$ cat src/tdl_pkg.sv
// ============================================================================
// tdl_pkg: shared types and constants for the tree distance block
// Sizes of the Euler tour store, segment tree and node table, command codes,
// and the word formats passed between the front and back ends.
// ============================================================================
package tdl_pkg;

  localparam int NODE_W    = 10;
  localparam int MAX_NODES = 1 << NODE_W;
  localparam int LEAF_W    = 11;
  localparam int LEAVES    = 1 << LEAF_W;
  localparam int TREE_AW   = LEAF_W + 1;
  localparam int CNT_W     = LEAF_W + 1;
  localparam int DEPTH_W   = 10;
  localparam int ENTRY_W   = DEPTH_W + NODE_W;
  localparam int DIST_W    = 11;
  localparam int QUEUE_AW  = 2;

  localparam logic [ENTRY_W-1:0] ENTRY_INF = '1;

  localparam logic CMD_LOAD  = 1'b0;
  localparam logic CMD_QUERY = 1'b1;

  // One command word as queued between front and back end
  typedef struct packed {
    logic               command;
    logic [NODE_W-1:0]  node_a;
    logic [NODE_W-1:0]  node_b;
    logic [DEPTH_W-1:0] entry_depth;
  } cmd_t;

  // One result word
  typedef struct packed {
    logic               overflowed;
    logic               unknown_node;
    logic [NODE_W-1:0]  ancestor_node;
    logic [DIST_W-1:0]  distance;
  } res_t;

  // Node table entry: seen mark, first tour index, depth at first occurrence
  typedef struct packed {
    logic               seen;
    logic [LEAF_W-1:0]  first_idx;
    logic [DEPTH_W-1:0] depth;
  } node_ent_t;

endpackage

$ cat src/tdl_front.sv
// ============================================================================
// tdl_front: command intake queue
// Accepts command words and holds them in a short queue so the back end
// can stall without blocking the input side.
// ============================================================================
module tdl_front (
  input  logic          clk,
  input  logic          rst_n,
  input  logic          in_valid,
  output logic          in_ready,
  input  tdl_pkg::cmd_t in_cmd,
  output logic          q_valid,
  input  logic          q_pop,
  output tdl_pkg::cmd_t q_cmd
);

  localparam int DEPTH = 1 << tdl_pkg::QUEUE_AW;

  tdl_pkg::cmd_t                 slot_r [DEPTH];
  logic [tdl_pkg::QUEUE_AW-1:0]  wr_r, wr_nxt;
  logic [tdl_pkg::QUEUE_AW-1:0]  rd_r, rd_nxt;
  logic [tdl_pkg::QUEUE_AW:0]    cnt_r, cnt_nxt;
  logic                          push, pop;

  assign in_ready = (cnt_r != (tdl_pkg::QUEUE_AW+1)'(DEPTH));
  assign q_valid  = (cnt_r != '0);
  assign q_cmd    = slot_r[rd_r];
  assign push     = in_valid && in_ready;
  assign pop      = q_pop && q_valid;

  // Advance pointers and occupancy
  always_comb begin
    wr_nxt  = push ? wr_r + 1'b1 : wr_r;
    rd_nxt  = pop ? rd_r + 1'b1 : rd_r;
    cnt_nxt = cnt_r + {{tdl_pkg::QUEUE_AW{1'b0}}, push}
                    - {{tdl_pkg::QUEUE_AW{1'b0}}, pop};
  end

  always_ff @(posedge clk) begin
    if (!rst_n) begin
      wr_r  <= '0;
      rd_r  <= '0;
      cnt_r <= '0;
    end else begin
      wr_r  <= wr_nxt;
      rd_r  <= rd_nxt;
      cnt_r <= cnt_nxt;
    end
  end

  // Store incoming word
  always_ff @(posedge clk) begin
    if (push) begin
      slot_r[wr_r] <= in_cmd;
    end
  end

endmodule

$ cat config.mk
export PLATFORM = sky130hd
export DESIGN_NAME = tdl_front
export DESIGN_NICKNAME = d
export VERILOG_FILES = /design/src/tdl_pkg.sv /design/src/tdl_front.sv
export SDC_FILE = /design/constraint.sdc
export NUM_CORES = 1
export LEC_CHECK = 0
export ABC_CLOCK_PERIOD_IN_PS = 5600
export BUFFER_PORTS_ARGS = -buffer_cell sky130_fd_sc_hd__buf_4
export CAP_MARGIN = 15
export CORE_UTILIZATION = 61
export CTS_CLUSTER_SIZE = 10
export DETAILED_ROUTE_END_ITERATION = 6
export PLACE_DENSITY = 0.87
export SLEW_MARGIN = 20
export SYNTH_ARGS = -nofsm -noshare
export SYNTH_HDL_FRONTEND = slang
export SYNTH_SLANG_ARGS = --single-unit
$ cat constraint.sdc
create_clock -name clk -period 5.6 [get_ports clk]
set_input_delay 0.28 -clock clk [delete_from_list [all_inputs] [get_ports clk]]
set_output_delay 0.28 -clock clk [all_outputs]
set_load 0.005 [all_outputs]
-- Word level (Yosys, flattened, before mapping)
Memory sizes are Yosys's and may differ from the RTL's. A register that Yosys moved wholly into a read port is not among the register bits.
Index checks and enable logic that the tools add are counted.
- register bits after elaboration: 7
- RAM bits: 124
- bits of input ports: 35
- output and inout bits: 33
- logic and storage cells: 16
- memories: 1
- memories (name ; words ; bits a word ; read ports ; clocked after Yosys merged registers in ; write ports ; line ; text):
    slot_r ; 4 ; 31 ; 1 ; 1 ; 1 ; tdl_front.sv:19 ; tdl_pkg::cmd_t slot_r [DEPTH];
- add/subtract/negate cells: 4
- equality and inequality tests: 1
- multiplexer cells: 4
- reduce and logical (&&, ||, !) cells: 3
- operators with widths (cell ; count):
    2-bit by 1-bit adder with 2-bit output, second input constant ; 2
    2-bit 2-to-1 mux ; 2
    3-bit by 1-bit adder with 3-bit output ; 1
    3-bit inequality test, second input constant ; 1
    3-bit nonzero test ; 1
    3-bit by 1-bit subtractor with 3-bit output ; 1
    1-bit logical AND ; 2
    1-bit 2-to-1 mux ; 2

-- Longest topological paths before layout
- depth after elaboration: 4
- depth in mapped cells: 11
- gate-level depth less buffers: 11

-- Worst setup path after synthesis
Ideal clock, no wire load.
- kind: register to register
- start point: reg cnt_r[1] in the netlist's numbering
- end point: reg cnt_r[2] in the netlist's numbering
- library setup time: 0.115 ns
- arrival time: 2.104 ns
- required time: 5.485 ns
- setup slack: 3.381 ns
- stages on the path, launching flop included: 12
- buffers on the path: 0
- period minus slack after synthesis: 2.219 ns
- cell sequence: dfxtp_1 nor2_1 a21boi_2 inv_1 ha_1 inv_1 ha_1 inv_1 fa_1 xnor2_1 xnor2_1 and2_1
- longest elaborated chain between the ends: 4
- elaborated cells on any way between the ends: 6
- classes of those cells: add/sub: 2; eq/ne: 1; reduce/logical: 3
- RTL lines (element ; line ; text):
    from (decl) ; tdl_front.sv:22 ; logic [tdl_pkg::QUEUE_AW:0] cnt_r, cnt_nxt;
    from (signal assigned) ; tdl_front.sv:47 ; cnt_r <= cnt_nxt;
    3-bit inequality test ; tdl_front.sv:25 ; assign in_ready = (cnt_r != (tdl_pkg::QUEUE_AW+1)'(DEPTH));
    1-bit logical AND ; tdl_front.sv:28 ; assign push = in_valid && in_ready;
    3-bit by 1-bit adder with 3-bit output ; tdl_front.sv:35 ; cnt_nxt = cnt_r + {{tdl_pkg::QUEUE_AW{1'b0}}, push}
    3-bit by 1-bit subtractor with 3-bit output (*) ; tdl_front.sv:36 ; - {{tdl_pkg::QUEUE_AW{1'b0}}, pop};
Mark *: on every way between the ends. The rest lies on a longest branch, timed or not.
A chain may end at the register's enable or synchronous reset.

==> results.ini <==
[power]
p_leak_nw=2.23
power_mw=2.97
ir_worst_vdd_mv=0.332
power_density_nw_per_um2=462

[cells_and_area]
final_common_cell=edfxtp_1
fin_cells=435
layout_common_cells=124 x edfxtp_1, 68 x buf_4, 31 x dlygate4sd3_1
layout-drive-gt1-share=0.411
num-nets-final=362
syn2layout_area_growth_pct=29.7
finalInstanceArea_um2=6430
diodes=0

[logic_synthesis]
yosysWarnings=0
synth_cell_types=20
synthTopCellsByArea=edfxtp_1 75%, mux4_2 14%, dfxtp_1 3.6%, ha_1 1.5%, and2_1 0.88%
synth_top_cell_by_area=edfxtp_1
synth-compound-area-share=0.00732
synthXorXnorAreaFrac=0.00707
synth_fa_ha_area_frac=0.0192
syn_inst=209
synth_top_family_by_area=multiplexers
yosysSeqAreaShare=0.788
synthSimpleGateAreaFrac=0.0184
syn_avg_cell_area_um2=23.7
syn_nets=251
ys_seq_elements=133
synth.cell_area_um2=4950
synthMuxAreaShare=0.146
synth_top_area_share=0.752

[global_routing]
antenna_found_initial=1
grt.overflow.total=0
grt_max_degree=32
grt_pass1_wl_mm=16.0
grt_pass1_vias=2623
track_usage=0.281

[sta]
max_slew_margin=0.427
period_share=0.436
max_freq_mhz=409
fin_crit_ns=2.44
final_hold_viol_count=0
worst_clock_skew_ns=0.0136
setup_viol=0
rsz0062_at_grt=no
finalMaxSlewViolations=0
worst_pin_slew_ns=0.859
whs_ns=0.0556
fin_tns_setup_ns=0

[clock_network]
clk_latency_ns=0.52
postCtsSetupRepairBufs=0
root_buffer=clkbuf_8
clk_pin_slew_worst_paths_ns=0.06
numCtsBuffers=17
htreeDepth=4
cts_tree=yes
cts.sinks=133
clock_path_buffers=2

[detailed_routing]
finalWirelength_mm=10.6
initialDrtViolationCount=160
drc=0
antenna_left=0
first_pass_iters=4
routed_via_density=5.83
vias=2537
detail_route.wl_per_cell_um=24.5

[run_status]
status=complete, no violations

[die]
dieHeight_um=92.1
coreArea_um2=7810
ios=68
initial_core_util=0.635
die_w_um=92.1
die_area_um2=8490
rows=32

[critical_path]
arrival_ns=2.16
worstPathRequired_ns=5.32
crit_fanout=31
criticalPathCategory=register to output port
cp-start-kind=register
crit_path_end_kind=output port

[placed_design]
post-dp-hpwl_mm=4.67
io_buffers=67
placed_cells=372
place_congestion=0.686
placed_area_um2=5550

[min_path]
hold_path.class=input port to register

[run]
drv_cap=0

registers in the layout, summed over array words and instances (netlist names), named ones only:
| name | cells |
|---|---|
| rd_r | 2 |
| slot_r | 124 |
| cnt_r | 3 |
| wr_r | 2 |
worst max-delay path, cell delays in order (launching register included):
cell and delay [ns]:
dfxtp_2 0.31, buf_4 0.48, mux4_1 0.68, buf_4 0.18
Yosys cell counts:
cell type / n
edfxtp_1: 124
mux4_2: 30
dfxtp_1: 9
and2_1: 7
ha_1: 6
inv_1: 5
nand2_1: 5
xnor2_1: 4
buf_2: 3
buf_6: 3
nor2b_1: 3
mux2i_1: 2
a21boi_2: 1
clkbuf_1: 1
fa_1: 1
mux4_1: 1
nor2_1: 1
o311ai_2: 1
o31a_1: 1
or3_1: 1
worst paths after layout:
check | start | to | slack, ns | depth (start not counted)
min | rst_n | cnt_r[0] | 0.06 | 2
max reg2reg | cnt_r[1] | cnt_r[2] | 3.20 | 11
max | register | q_cmd[27] | 3.16 | 3
min reg2reg | wr_r[0] | wr_r[0] | 0.52 | 2
cell type report:
cell class	count	area, um^2
Tap cell	102	128
Multi-Input combinational cell	64	985
Timing Repair Buffer	99	821
Fill cell	369	1380
Inverter	5	18.8
Clock buffer	18	418
Clock inverter	14	151
Sequential cell	133	3910
where the power goes:
part           internal [mW]  switching (mW)
Clock                  0.636           0.432
Combinational          0.353           0.270
Sequential              1.21          0.0672
Total                   2.20           0.769
per-stage QoR:
stage                     setup WS [ns]   util
after detailed placement           3.19  0.711
after global placement             3.30  0.711
after global routing               3.05  0.823
after floorplan                    3.38      -
final                              3.16  0.823
after CTS                          3.10  0.823
layer usage:
| layer | track usage | routed length [um] | vias up |
|---|---|---|---|
| li1 | - | - | 1087 |
| met1 | 0.350 | 4050 | 1331 |
| met2 | 0.484 | 5870 | 106 |
| met3 | 0.0796 | 586 | 11 |
| met4 | 0.0846 | 123 | 2 |
| met5 | 0 | 12 | - |
kinds of logic after synthesis:
kind of cell | after synthesis
DFF | 133
muxes | 33
and+or+nand+nor | 17
buffers and inverters | 12
adders and majority gates | 7
xor gates and xnor gates | 4
AOI/OAI and AO/OA | 3
repair_timing:
item	in CTS	in global routing
hold buffers	31	0
hold endpoints to repair	124	0
gates resized for setup	0	0
setup endpoints to repair	0	0
No activity file was read; power rests on OpenSTA's default activity.
